===== config.mk =====
export PLATFORM = sky130hd
export DESIGN_NAME = small_set_membership_table_top
export DESIGN_NICKNAME = d
export VERILOG_FILES = /design/src/smt_pkg.sv /design/src/smt_cell.sv /design/src/small_set_membership_table_top.sv
export SDC_FILE = /design/constraint.sdc
export NUM_CORES = 1
export LEC_CHECK = 0
export BUFFER_PORTS_ARGS = -buffer_cell sky130_fd_sc_hd__buf_2
export CAP_MARGIN = 20
export CORE_MARGIN = 4
export CORE_UTILIZATION = 60
export CTS_CLUSTER_DIAMETER = 40
export CTS_CLUSTER_SIZE = 10
export DETAILED_ROUTE_END_ITERATION = 10
export PLACE_DENSITY = 0.77
export SLEW_MARGIN = 20
export SYNTH_ARGS = -nofsm -noshare
export SYNTH_HDL_FRONTEND = slang
export SYNTH_SLANG_ARGS = --single-unit

===== constraint.sdc =====
create_clock -name clk -period 6.5 [get_ports clk]
set_clock_uncertainty 0.2 [all_clocks]
set_input_delay 0.325 -clock clk [delete_from_list [all_inputs] [get_ports clk]]
set_output_delay 0.325 -clock clk [all_outputs]
set_load 0.005 [all_outputs]

===== src/smt_pkg.sv =====
// ----------------------------------------------------------------------------
// smt_pkg: shared definitions of the set membership table
// Capacity, derived widths, request and status codes, and the structs
// that pass between the control logic and the row of cells.
// ----------------------------------------------------------------------------
package smt_pkg;

  localparam int CAPACITY = 16;
  localparam int IDX_W    = (CAPACITY > 1) ? $clog2(CAPACITY) : 1;
  localparam int CNT_W    = $clog2(CAPACITY + 1);
  localparam int VAL_W    = 27;

  // Largest value of eight decimal digits.
  localparam logic [VAL_W-1:0] MAX_VALUE = VAL_W'(99999999);

  typedef enum logic [1:0] {
    CMD_INSERT = 2'd0,
    CMD_DELETE = 2'd1,
    CMD_QUERY  = 2'd2
  } cmd_t;

  typedef enum logic [1:0] {
    ST_DONE    = 2'd0,
    ST_PRESENT = 2'd1,
    ST_ABSENT  = 2'd2,
    ST_FULL    = 2'd3
  } status_t;

  // Broadcast from the control logic to every cell.
  typedef struct packed {
    logic [VAL_W-1:0] key;
    logic [CNT_W-1:0] count;
    logic [VAL_W-1:0] last;
    logic             ins_en;
    logic             del_en;
  } cell_ctl_t;

  // Handed from each cell to its right-hand neighbor.
  typedef struct packed {
    logic             hit;
    logic [IDX_W-1:0] pos;
    logic [VAL_W-1:0] last;
  } chain_t;

endpackage


===== src/smt_cell.sv =====
// ----------------------------------------------------------------------------
// smt_cell: one slot of the set membership table
// Holds one entry, compares it with the request key, and passes the first
// match and the value of the last occupied slot on to its neighbor.
// ----------------------------------------------------------------------------
module smt_cell
  import smt_pkg::*;
(
  input  logic             clk,
  input  logic [IDX_W-1:0] idx,
  input  cell_ctl_t        ctl,
  input  chain_t           chain_in,
  output chain_t           chain_out
);

  logic [VAL_W-1:0] entry_r;
  logic [VAL_W-1:0] entry_nxt;
  logic [CNT_W-1:0] idx_ext;
  logic             occupied;
  logic             match;
  logic             is_last;
  logic             is_free;

  assign idx_ext  = CNT_W'(idx);
  assign occupied = idx_ext < ctl.count;
  assign match    = occupied && (entry_r == ctl.key);
  assign is_last  = (idx_ext + CNT_W'(1)) == ctl.count;
  assign is_free  = idx_ext == ctl.count;

  always_comb begin
    chain_out.hit  = chain_in.hit | match;
    chain_out.pos  = chain_in.hit ? chain_in.pos : (match ? idx : '0);
    chain_out.last = is_last ? entry_r : chain_in.last;
  end

  // Insert fills the first free slot; delete pulls the last entry into the hit slot.
  always_comb begin
    entry_nxt = entry_r;
    if (ctl.ins_en && is_free) begin
      entry_nxt = ctl.key;
    end else if (ctl.del_en && match) begin
      entry_nxt = ctl.last;
    end
  end

  always_ff @(posedge clk) begin
    entry_r <= entry_nxt;
  end

endmodule


===== src/small_set_membership_table_top.sv =====
// ----------------------------------------------------------------------------
// small_set_membership_table_top: bounded set of distinct values
// Insert, delete (swap last into hole) and query over a row of cells.
//
//   channel | dir | tdata (low bit up)                       | tuser
//   in_     | in  | element_value[26:0], zero pad to 32      | command[1:0]
//   out_    | out | found, position[3:0], element_count[4:0], | none
//           |     | status[1:0], zero pad to 16              |
//
// An item is accepted into registers, then evaluated across all cells at
// once; no new item is taken until its result is in the output register.
// The result waits there; a stalled output holds the pending item in evaluation.
// Reset clears the count and handshake state; entries need no reset.
// ----------------------------------------------------------------------------
module small_set_membership_table_top
  import smt_pkg::*;
(
  input  logic        clk,
  input  logic        rst_n,
  input  logic        in_tvalid,
  output logic        in_tready,
  input  logic [31:0] in_tdata,   // element_value[26:0]
  input  logic [1:0]  in_tuser,   // command[1:0]
  output logic        out_tvalid,
  input  logic        out_tready,
  output logic [15:0] out_tdata   // found, position[3:0], element_count[4:0], status[1:0]
);

  logic             busy_r;
  logic [1:0]       cmd_r;
  logic [VAL_W-1:0] key_r;
  logic [CNT_W-1:0] count_r, count_nxt;
  logic             out_valid_r;
  logic             found_r;
  logic [3:0]       pos_r;
  logic [4:0]       cnt_out_r;
  status_t          status_r, status_nxt;

  cell_ctl_t        ctl;
  chain_t           chain [CAPACITY+1];
  logic             room;
  logic             fire;
  logic             hit;
  logic [IDX_W+3:0] pos_ext;
  logic [CNT_W+4:0] cnt_ext;

  assign room      = !out_valid_r || out_tready;
  assign fire      = busy_r && room;
  assign in_tready = !busy_r;
  assign hit       = chain[CAPACITY].hit;

  assign chain[0] = '{hit: 1'b0, pos: '0, last: '0};

  always_comb begin
    ctl.key    = key_r;
    ctl.count  = count_r;
    ctl.last   = chain[CAPACITY].last;
    ctl.ins_en = fire && (cmd_r == CMD_INSERT) && !hit && (key_r <= MAX_VALUE)
                 && (count_r < CNT_W'(CAPACITY));
    ctl.del_en = fire && (cmd_r == CMD_DELETE) && hit;
  end

  for (genvar i = 0; i < CAPACITY; i++) begin : g_cell
    smt_cell u_cell (
      .clk       (clk),
      .idx       (IDX_W'(i)),
      .ctl       (ctl),
      .chain_in  (chain[i]),
      .chain_out (chain[i+1])
    );
  end

  always_comb begin
    count_nxt = count_r;
    if (ctl.ins_en) begin
      count_nxt = count_r + CNT_W'(1);
    end else if (ctl.del_en) begin
      count_nxt = count_r - CNT_W'(1);
    end
  end

  always_comb begin
    case (cmd_r)
      CMD_INSERT: begin
        if (hit) begin
          status_nxt = ST_PRESENT;
        end else if (key_r > MAX_VALUE) begin
          status_nxt = ST_ABSENT;
        end else if (count_r >= CNT_W'(CAPACITY)) begin
          status_nxt = ST_FULL;
        end else begin
          status_nxt = ST_DONE;
        end
      end
      default: begin
        status_nxt = hit ? ST_DONE : ST_ABSENT;
      end
    endcase
  end

  assign pos_ext = {4'b0, chain[CAPACITY].pos};
  assign cnt_ext = {5'b0, count_nxt};

  always_ff @(posedge clk) begin
    if (!rst_n) begin
      busy_r      <= 1'b0;
      out_valid_r <= 1'b0;
      count_r     <= '0;
    end else begin
      if (in_tvalid && in_tready) begin
        busy_r <= 1'b1;
      end else if (fire) begin
        busy_r <= 1'b0;
      end
      if (fire) begin
        out_valid_r <= 1'b1;
      end else if (out_tready) begin
        out_valid_r <= 1'b0;
      end
      count_r <= count_nxt;
    end
  end

  always_ff @(posedge clk) begin
    if (in_tvalid && in_tready) begin
      cmd_r <= in_tuser;
      key_r <= in_tdata[VAL_W-1:0];
    end
    if (fire) begin
      found_r   <= hit;
      pos_r     <= pos_ext[3:0];
      cnt_out_r <= cnt_ext[4:0];
      status_r  <= status_nxt;
    end
  end

  assign out_tvalid = out_valid_r;
  assign out_tdata  = {4'b0, status_r, cnt_out_r, pos_r, found_r};

  a_count_bound: assert property (@(posedge clk) disable iff (!rst_n)
    count_r <= CNT_W'(CAPACITY))
    else $error("stored count above capacity");

  a_ins_del_excl: assert property (@(posedge clk) disable iff (!rst_n)
    !(ctl.ins_en && ctl.del_en))
    else $error("insert and delete enabled together");

  a_hold_busy: assert property (@(posedge clk) disable iff (!rst_n)
    busy_r && !room |=> busy_r)
    else $error("pending item dropped while output stalled");

  a_ins_count: assert property (@(posedge clk) disable iff (!rst_n)
    ctl.ins_en |=> count_r == $past(count_r) + CNT_W'(1))
    else $error("insert did not grow the count");

endmodule

Word-level counts from Yosys, hierarchy flattened --
Index checks and enable logic that the tools add are counted.
Storage, ports and cells: register bits 480, input port bits 38, output and inout port bits 18, logic and storage cells 264
Cells by class: add/sub/neg operators 2, magnitude comparators 20, equality and inequality tests 33, muxes and demuxes 89, bitwise gates (word level) 15, reduce and logical (&&, ||, !) cells 80
Operator list (number):
- 27-bit 2-to-1 mux | 48
- 27-bit equality test | 16
- 4-bit 2-to-1 mux | 23
- 1-bit logical AND | 56
- 4-bit by 5-bit equality test with 1-bit output, first input constant | 8
- 4-bit by 5-bit < comparator with 1-bit output, first input constant | 8
- 2-bit nonzero test | 18
- 27-bit > comparator, second input constant | 1
- 27-bit <= comparator, second input constant | 1
- 3-bit by 5-bit equality test with 1-bit output, first input constant | 4
- 3-bit by 5-bit < comparator with 1-bit output, first input constant | 4
- 1-bit OR | 15
- 2-bit 2-to-1 mux | 7
- 3-bit 2-to-1 mux | 4
- 2-bit by 5-bit equality test with 1-bit output, first input constant | 2
- 1-bit by 5-bit < comparator with 1-bit output, first input constant | 2
- 2-bit by 5-bit < comparator with 1-bit output, first input constant | 2
- 5-bit 2-to-1 mux | 2
- 5-bit by 1-bit adder with 5-bit output, second input constant | 1
- 1-bit by 5-bit equality test with 1-bit output, first input constant | 1
- 5-bit equality test, first input constant | 1
- 5-bit >= comparator, second input constant | 1
- 5-bit zero test | 1
- 5-bit < comparator, second input constant | 1
- other kinds (6) | 12

Logic depth before layout (Yosys ltp) --
Gate-level depths: netlist of run 1.
depth in word-level cells 23, depth in mapped cells 15, mapped depth without buffers 11

Modules after synthesis --
Synthesis of run 1 repeated with hierarchy kept, for this count alone.
Second synthesis, totals: cells, all modules 2782, area total of the unflattened synthesis 35446.5 sq um
By module, submodules not included:
- smt_cell (g_cell[2].u_cell ...) | instances 8, cells an instance 166, area each 2150.8 sq um
- smt_cell (g_cell[0].u_cell ...) | instances 8, cells an instance 166, area each 2047.0 sq um
- small_set_membership_table_top | instances 1, cells an instance 126, area each 1864.3 sq um

Worst setup path after synthesis of run 1 --
OpenSTA, ideal clock, no wires.
kind flip-flop to flip-flop, from reg key_r[3], to reg g_cell[0].u_cell.entry_r[0], enable pin, setup time 0.449 ns, arrival time 4.165 ns, slack 1.686 ns, cell stages (with the launch flop) 11, cell sequence edfxtp_1 -> buf_2 -> buf_2 -> xor2_1 -> nor4_1 -> nand4_1 -> or3_1 -> and2_1 -> nand4b_1 -> o21ai_1 -> o21ai_0
Between the ends: longest elaborated chain between the ends 23
Ends and longest elaborated chain:
- start: declaration | RTL line small_set_membership_table_top.sv:31 | logic [VAL_W-1:0] key_r;
- start signal: assignment | RTL line small_set_membership_table_top.sv:127 | key_r <= in_tdata[VAL_W-1:0];
- 27-bit equality test | RTL line smt_cell.sv:26 | assign match = occupied && (entry_r == ctl.key);
- 1-bit logical AND | RTL line smt_cell.sv:26
- 1-bit OR (15 in series) | RTL line smt_cell.sv:31 | chain_out.hit = chain_in.hit | match;
- 1-bit zero test | RTL line small_set_membership_table_top.sv:58 | ctl.ins_en = fire && (cmd_r == CMD_INSERT) && !hit && (key_r <= MAX_VALUE)
- 1-bit logical AND (2 in series) | RTL line small_set_membership_table_top.sv:58
- 1-bit logical AND | RTL line small_set_membership_table_top.sv:59 | && (count_r < CNT_W'(CAPACITY));
- 1-bit logical AND | RTL line smt_cell.sv:39 | if (ctl.ins_en && is_free) begin
- 2-bit nonzero test (no source line) (*)
- end signal: assignment | RTL line smt_cell.sv:47 | entry_r <= entry_nxt;
- end: declaration | RTL line smt_cell.sv:16 | logic [VAL_W-1:0] entry_r;
Mark *: on every way between the ends. The rest lies on a longest branch, timed or not. A chain may end at the register's enable or synchronous reset.

Final worst setup path of run 1 --
from reg count_r[0], to reg g_cell[5].u_cell.entry_r[18], data pin
Between the ends: longest elaborated chain between the ends 23
Ends and longest elaborated chain:
- start: declaration | RTL line small_set_membership_table_top.sv:32 | logic [CNT_W-1:0] count_r, count_nxt;
- start signal: assignment | RTL line small_set_membership_table_top.sv:120 | count_r <= count_nxt;
- 1-bit by 5-bit < comparator with 1-bit output | RTL line smt_cell.sv:25 | assign occupied = idx_ext < ctl.count;
- 1-bit logical AND | RTL line smt_cell.sv:26
- 1-bit OR (15 in series) | RTL line smt_cell.sv:31
- 1-bit zero test | RTL line small_set_membership_table_top.sv:58
- 1-bit logical AND (2 in series) | RTL line small_set_membership_table_top.sv:58
- 1-bit logical AND | RTL line small_set_membership_table_top.sv:59
- 1-bit logical AND | RTL line smt_cell.sv:39
- 27-bit 2-to-1 mux (*) | RTL line smt_cell.sv:39
- named net g_cell[5].u_cell.entry_nxt[18] | RTL line smt_cell.sv:17 | logic [VAL_W-1:0] entry_nxt;
- end signal: assignment | RTL line smt_cell.sv:47
- end: declaration | RTL line smt_cell.sv:16
The timed path passes the listed nets; every way through them passes the cells marked *. The select of a mux whose other input is x is not followed.

==> results.md, run 1 <==
* Vias in the first global route at 22500
* Die Y at 232 microns
* Setup violators final at 0
* Initial core utilization at 61.1%
* Placed cell count at 3005
* Crit path time final at 5.60 ns
* HPWL Detailed at 77.9 mm
* Synth Warn # at 0
* CP Class: register to register
* Ys flop type: edfxtp_1
* GPL Wtd Cong at 1.06
* CP startpoint kind: register
* Final period util at 86.2%
* Post-Layout Cell Count at 3187
* Pleak at 0.0131 uW
* CP max FO at 16
* Max transition margin at 21.2%
* Die X at 232 microns
* RSZ-0062 raised after global routing: no
* Fin. max-slew vios at 0
* DRT Wirelength at 115 mm
* CP Capture Type: register
* Post-cts resize count at 0
* CP Data Required Time at 6.79 ns
* DR pass1 iterations at 8
* MaxCap Viol Count at 0
* Root buffer cell: clkbuf_16
* Vias per cell at 7.33
* CTS tree: yes
* Row Count at 81
* Tot Pwr at 8600 uW
* Post-DRT Antenna Nets at 0
* Worst Path Arrival at 5.90 ns
* Fmax at 178 MHz
* Final nets at 2504
* Latest clock arrival within the worst-skew pair at 0.63 ns
* H-tree levels at 3
* Port Buf Inserts at 46
* 1st-iter DRT viols at 3992
* Least-Margin Pin Slew at 1.17 ns
* Total Routing Usage GR at 42.1%
* Post-synth ARST share at 0%
* # DRC at 0
* Routed wire length per instance at 36.2 microns
* Unique masters post-synth at 76
* Status: complete, no violations
* EDFF count, synth at 473
* Worst-path cell with the longest stage delay: nor3_1
* Num CTS Buffers at 81
* Maximum VDD drop at 0.196 mV
* Yosys top cell by area: edfxtp_1
* Post-synth top area share at 47.2%
* Top cells by area, synth: edfxtp_1, mux2_2, xor2_1, mux2_4, xnor2_1
* Global-route wire length before repair at 162 mm
* Sequential fraction of the synthesis area at 47.6%
* Area grow syn2layout at 14.8%
* CP max stage delay at 0.94 ns
* Vias at 23300
* Register bit total from synthesis at 480
* Ports at 56
* TNS Setup at 0 ns
* Grt ovf at 0
* Layout cells sized above 1 at 32.0%
* Crit path cell chain: inv_1, ha_1, and2_0, nor2_1, and3_1, nand2_2, nor3_1, o32ai_1, a211oi_2, buf_4, mux2_2
* Largest net degree at the start of global routing at 35
* Die ar. at 0.0538 sq mm
* Reg clk slew, reported paths at 0.06 ns
* Initial antenna violation count at 6
* Cell Area, Synth at 0.0301 sq mm
* P per Cell Area at 249 mW/mm^2
* Hold Slack at 0.208 ns
* Cells after synthesis at 2401
* Hold Crit Class: input port to register
* Clk buf depth at 3
* Count of final hold-check violations at 0
* Mean Syn Cell Area at 12.5 sq um
* Core box area at 0.0493 sq mm
* Clock sink count at 480
-- what timing repair did --
item	4_1_cts	5_1_grt
hold buffers	34	0
setup buffers	0	0
hold endpoints to repair	36	0
-- layer usage --
layer / global-route usage [%] / part of all wire [%] / up-vias
li1: - / - / 9292
met5: 0 / 0.019 / -
met4: 27.4 / 8.6 / 4
met2: 60.5 / 42 / 2115
met3: 13.2 / 15 / 487
met1: 55.0 / 35 / 11400
-- final cells by class --
| class | count | area (sq um) |
|---|---|---|
| fillers | 3463 | 14700 |
| diodes | 1 | 2.50 |
| well taps | 664 | 831 |
| clock inverters | 49 | 693 |
| inverters | 12 | 45.0 |
| multi-input cells | 1664 | 14700 |
| repair buffers | 222 | 1760 |
| clock buffers | 95 | 2200 |
| flip-flops and latches | 480 | 14300 |
-- cells in the mapped netlist (20+ instances only) --
cell type  number
buf_2         110
a21oi_1        74
mux2_1         21
o21ai_0        62
nand4_1        57
clkbuf_1      109
o22ai_1        47
a222oi_1       22
a221o_1        35
nor2_1         50
mux2_4        152
nand3_1        25
nor3_1         51
xor2_1        311
nand2_1        49
edfxtp_1      473
nor4_1         85
mux2_2        261
a221oi_1       20
xnor2_1       123
-- registers in the layout, summed over array words and instances (netlist names) --
name                   flops
out_tvalid                 1
cmd_r                      2
pos_r                      4
found_r                    1
busy_r                     1
g_cell.u_cell.entry_r    432
cnt_out_r                  5
count_r                    5
key_r                     27
status_r                   2
-- per-stage QoR --
stage                     instance area (sq um)  utilization (%)  setup WS, ns
final                                     34600             70.2         0.896
after global routing                      34600             70.2         0.986
after CTS                                 34500             70.1          1.21
after detailed placement                  31300             63.5          1.24
after global placement                    31300             63.5          1.16
after floorplan                           30100                -          1.69
-- cell families (layout without fill, tap and decap cells) --
kind of cell | count (synthesis) | after routing | share of synthesized area, %
other cells | 1 | 5 | 0.0125
fa+ha+maj | 5 | 5 | 0.208
xor+xnor | 434 | 434 | 12.6
buf+inv | 260 | 378 | 4.25
flops | 480 | 480 | 47.6
compound gates | 371 | 371 | 8.84
mux | 437 | 437 | 18.2
simple gates | 413 | 413 | 8.20
-- final timing paths --
| kind | from | end | slack (ns) | depth (start not counted) |
|---|---|---|---|---|
| worst max register to register | count_r[0]$_SDFF_PN0_ | g_cell[5].u_cell.entry_r[18]$_DFFE_PP_ | 0.90 | 11 |
| worst min register to register | count_r[4]$_SDFF_PN0_ | count_r[4]$_SDFF_PN0_ | 0.39 | 1 |
| worst min-delay path | in_tdata[10] | key_r[10]$_DFFE_PP_ | 0.21 | 2 |
| worst max-delay path | count_r[0]$_SDFF_PN0_ | g_cell[5].u_cell.entry_r[18]$_DFFE_PP_ | 0.90 | 11 |
-- where the power goes --
| group | internal, uW | leakage (uW) | switching, uW |
|---|---|---|---|
| clock network | 3020 | 0.00138 | 1590 |
| logic | 208 | 0.00732 | 345 |
| registers | 3400 | 0.00445 | 44.1 |
-- cells in the final DEF, fill, tap and decap left out, types with 9 or more instances in the layout --
cell type,instances
edfxtp_1,473
xor2_1,311
mux2_2,261
mux2_4,152
buf_4,131
xnor2_1,123
clkbuf_16,86
nor4_1,85
a21oi_1,73
nand4_1,57
nor3_1,50
nand2_1,49
o22ai_1,47
nor2_1,46
o21ai_0,46
buf_2,46
a221o_1,35
dlygate4sd3_1,34
nand3_1,25
a222oi_1,22
a211oi_2,21
mux2_1,21
a221oi_1,20
nand3b_1,16
a22o_1,16
o32ai_1,16
o21ai_2,15
bufinv_16,15
inv_1,12
or3_1,12
and3_1,11
a22oi_1,9
-- critical path, delay by kind of cell, from the launching register on --
kind	cells	cell delay, ns
simple gates	5	2.52
buf+inv	2	0.75
flops	1	0.73
compound gates	2	0.71
fa+ha+maj	1	0.31
mux	1	0.24
No activity file was read; power rests on OpenSTA's default activity.
==> inputs of run 2 (changes only) <==
- PLACE_DENSITY: 0.77 -> 0.88
==> results.md, run 2 (same netlist as run 1, synthesis figures left out) <==
* Largest register by flop count: g_cell.u_cell.entry_r
* Initial core utilization at 61.1%
* Reg clk slew, reported paths at 0.05 ns
* Worst Path Arrival at 5.91 ns
* Layout cells sized above 1 at 32.3%
* Cts hold-fix bufs at 33
* Vias per cell at 7.29
* DR pass1 iterations at 9
* Grt ovf at 0
* Most frequent cells in the layout: edfxtp_1, xor2_1, mux2_2
* Hold Crit Class: input port to register
* HPWL Detailed at 79.5 mm
* Fmax at 178 MHz
* # DRC at 0
* Global-route wire length before repair at 164 mm
* Sw frac at 23.7%
* Clk buf depth at 3
* Initial antenna violation count at 3
* Internal power at 6550 uW
* Seq pwr share at 40.2%
* CP Capture Type: register
* GPL Wtd Cong at 1.09
* Tot Pwr at 8590 uW
* DRT Wirelength at 117 mm
* Max transition margin at 17.0%
* Latest clock arrival within the worst-skew pair at 0.64 ns
* 1st-iter DRT viols at 4519
* H-tree levels at 3
* Biggest regs: g_cell.u_cell.entry_r (432), key_r (27)
* Met3 Use GR at 14.2%
* Core box area at 0.0493 sq mm
* CP max FO at 15
* Final period util at 86.4%
* Switch Pwr at 2030 uW
* Crit path capture: g_cell[5].u_cell.entry_r[17]$_DFFE_PP_
* Max FFs per register at 432
* CP most frequent cell: buf_4
* Crit path cell chain: buf_4, inv_1, ha_1, nor2b_1, nand3b_1, nor2_1, a222oi_1, a21oi_1, o32ai_1, a211oi_2, buf_4, mux2_2
* GRT busiest layer: met2
* Postcts setup bufs at 0
* P per Cell Area at 248 mW/mm^2
* Die X at 232 microns
* MaxCap Viol Count at 0
* Placed cell count at 3009
* Crit path time final at 5.61 ns
* CTS tree: yes
* Crit. Startpoint: count_r[0]$_SDFF_PN0_
* Reg2Reg Setup Slack at 0.89 ns
* Area grow syn2layout at 15.1%
* Reg-to-reg startpoint: count_r[0]$_SDFF_PN0_
* Post-Layout Cell Count at 3209
* Die ar. at 0.0538 sq mm
* Total Routing Usage GR at 42.7%
* Final nets at 2517
* Count of final hold-check violations at 0
* Most common cell after layout, fill and taps aside: edfxtp_1
* CP Class: register to register
* Post-DRT Antenna Nets at 0
* Post-cts resize count at 0
* Pleak at 0.0132 uW
* Num CTS Buffers at 89
* Comb power frac at 6.4%
* Root buffer cell: clkbuf_16
* CP startpoint kind: register
* Vias at 23400
* Clock sink count at 480
* Met1 GRT Util at 55.3%
* Ports at 56
* RSZ-0062 raised after global routing: no
* Maximum VDD drop at 0.197 mV
* Fin. max-slew vios at 0
* Stages on the worst setup path at 12
* Reg2reg path depth at 12
* Largest net degree at the start of global routing at 36
* Worst path bufs/invs at 3
* CP Data Required Time at 6.80 ns
* Status: complete, no violations
* Worst-path cell with the longest stage delay: a211oi_2
* Reg-to-Reg End: g_cell[5].u_cell.entry_r[17]$_DFFE_PP_
* Least-Margin Pin Slew at 1.25 ns
* CP delay by family, top: compound AO/OA/AOI/OAI gates
* Port Buf Inserts at 46
* TNS Setup at 0 ns
* Setup violators final at 0
* Routed wire length per instance at 36.5 microns
* Number of fill cells at 3414
* Die Y at 232 microns
* Row Count at 81
* Part of the power in the clock network at 53.5%
* CP max stage delay at 0.77 ns
* Vias in the first global route at 22600
* GR met2 Demand/Resource at 61.1%
-- run 2: how the worst min path moves through the flow --
stage	startpoint	end	slack, ns	depth (start not counted)
final	in_tdata[11]	key_r[11]$_DFFE_PP_	0.19	2
after floorplan	in_tuser[0]	cmd_r[0]$_DFFE_PP_	0.22	0
after detailed placement	out_tvalid$_SDFFE_PN0P_	out_tvalid$_SDFFE_PN0P_	0.30	2
after global placement	out_tvalid$_SDFFE_PN0P_	out_tvalid$_SDFFE_PN0P_	0.29	2
after CTS	in_tdata[24]	key_r[24]$_DFFE_PP_	0.18	2
after global routing	in_tdata[0]	key_r[0]$_DFFE_PP_	0.20	2
-- run 2: per-layer routing --
metal	vias up	wire, microns
li1	9326	-
met2	2150	48200
met1	11400	40400
met5	-	0
met4	0	10600
met3	499	17800
-- run 2: area by class of cell --
type | instances | area, sq um | area share [%]
tap | 664 | 831 | 2.40
antenna | 3 | 7.51 | 0.0217
sequential | 480 | 14300 | 41.4
timing repair buffer | 227 | 1800 | 5.20
clock buffer | 102 | 2320 | 6.69
clock inverter | 57 | 598 | 1.73
inverter | 12 | 45.0 | 0.130
multi-input combinational | 1664 | 14700 | 42.5
-- run 2: through the flow --
| stage | setup WS [ns] | area (sq um) | utilization, % | hold slack (ns) |
|---|---|---|---|---|
| after detailed placement | 1.19 | 31300 | 63.6 | 0.301 |
| after CTS | 1.18 | 34600 | 70.2 | 0.182 |
| after global routing | 0.964 | 34700 | 70.4 | 0.198 |
| final | 0.887 | 34700 | 70.4 | 0.191 |
| after floorplan | 1.69 | 30100 | - | 0.224 |
| after global placement | 0.966 | 31300 | 63.6 | 0.290 |
-- run 2: power by group through the flow --
stage / clock [uW] / sequential [uW] / combinational (uW)
floorplan: 0 / 3470 / 341
global placement: 0 / 3510 / 482
detailed placement: 0 / 3510 / 491
CTS: 4590 / 3450 / 512
global route: 4740 / 3440 / 558
finish: 4590 / 3450 / 547
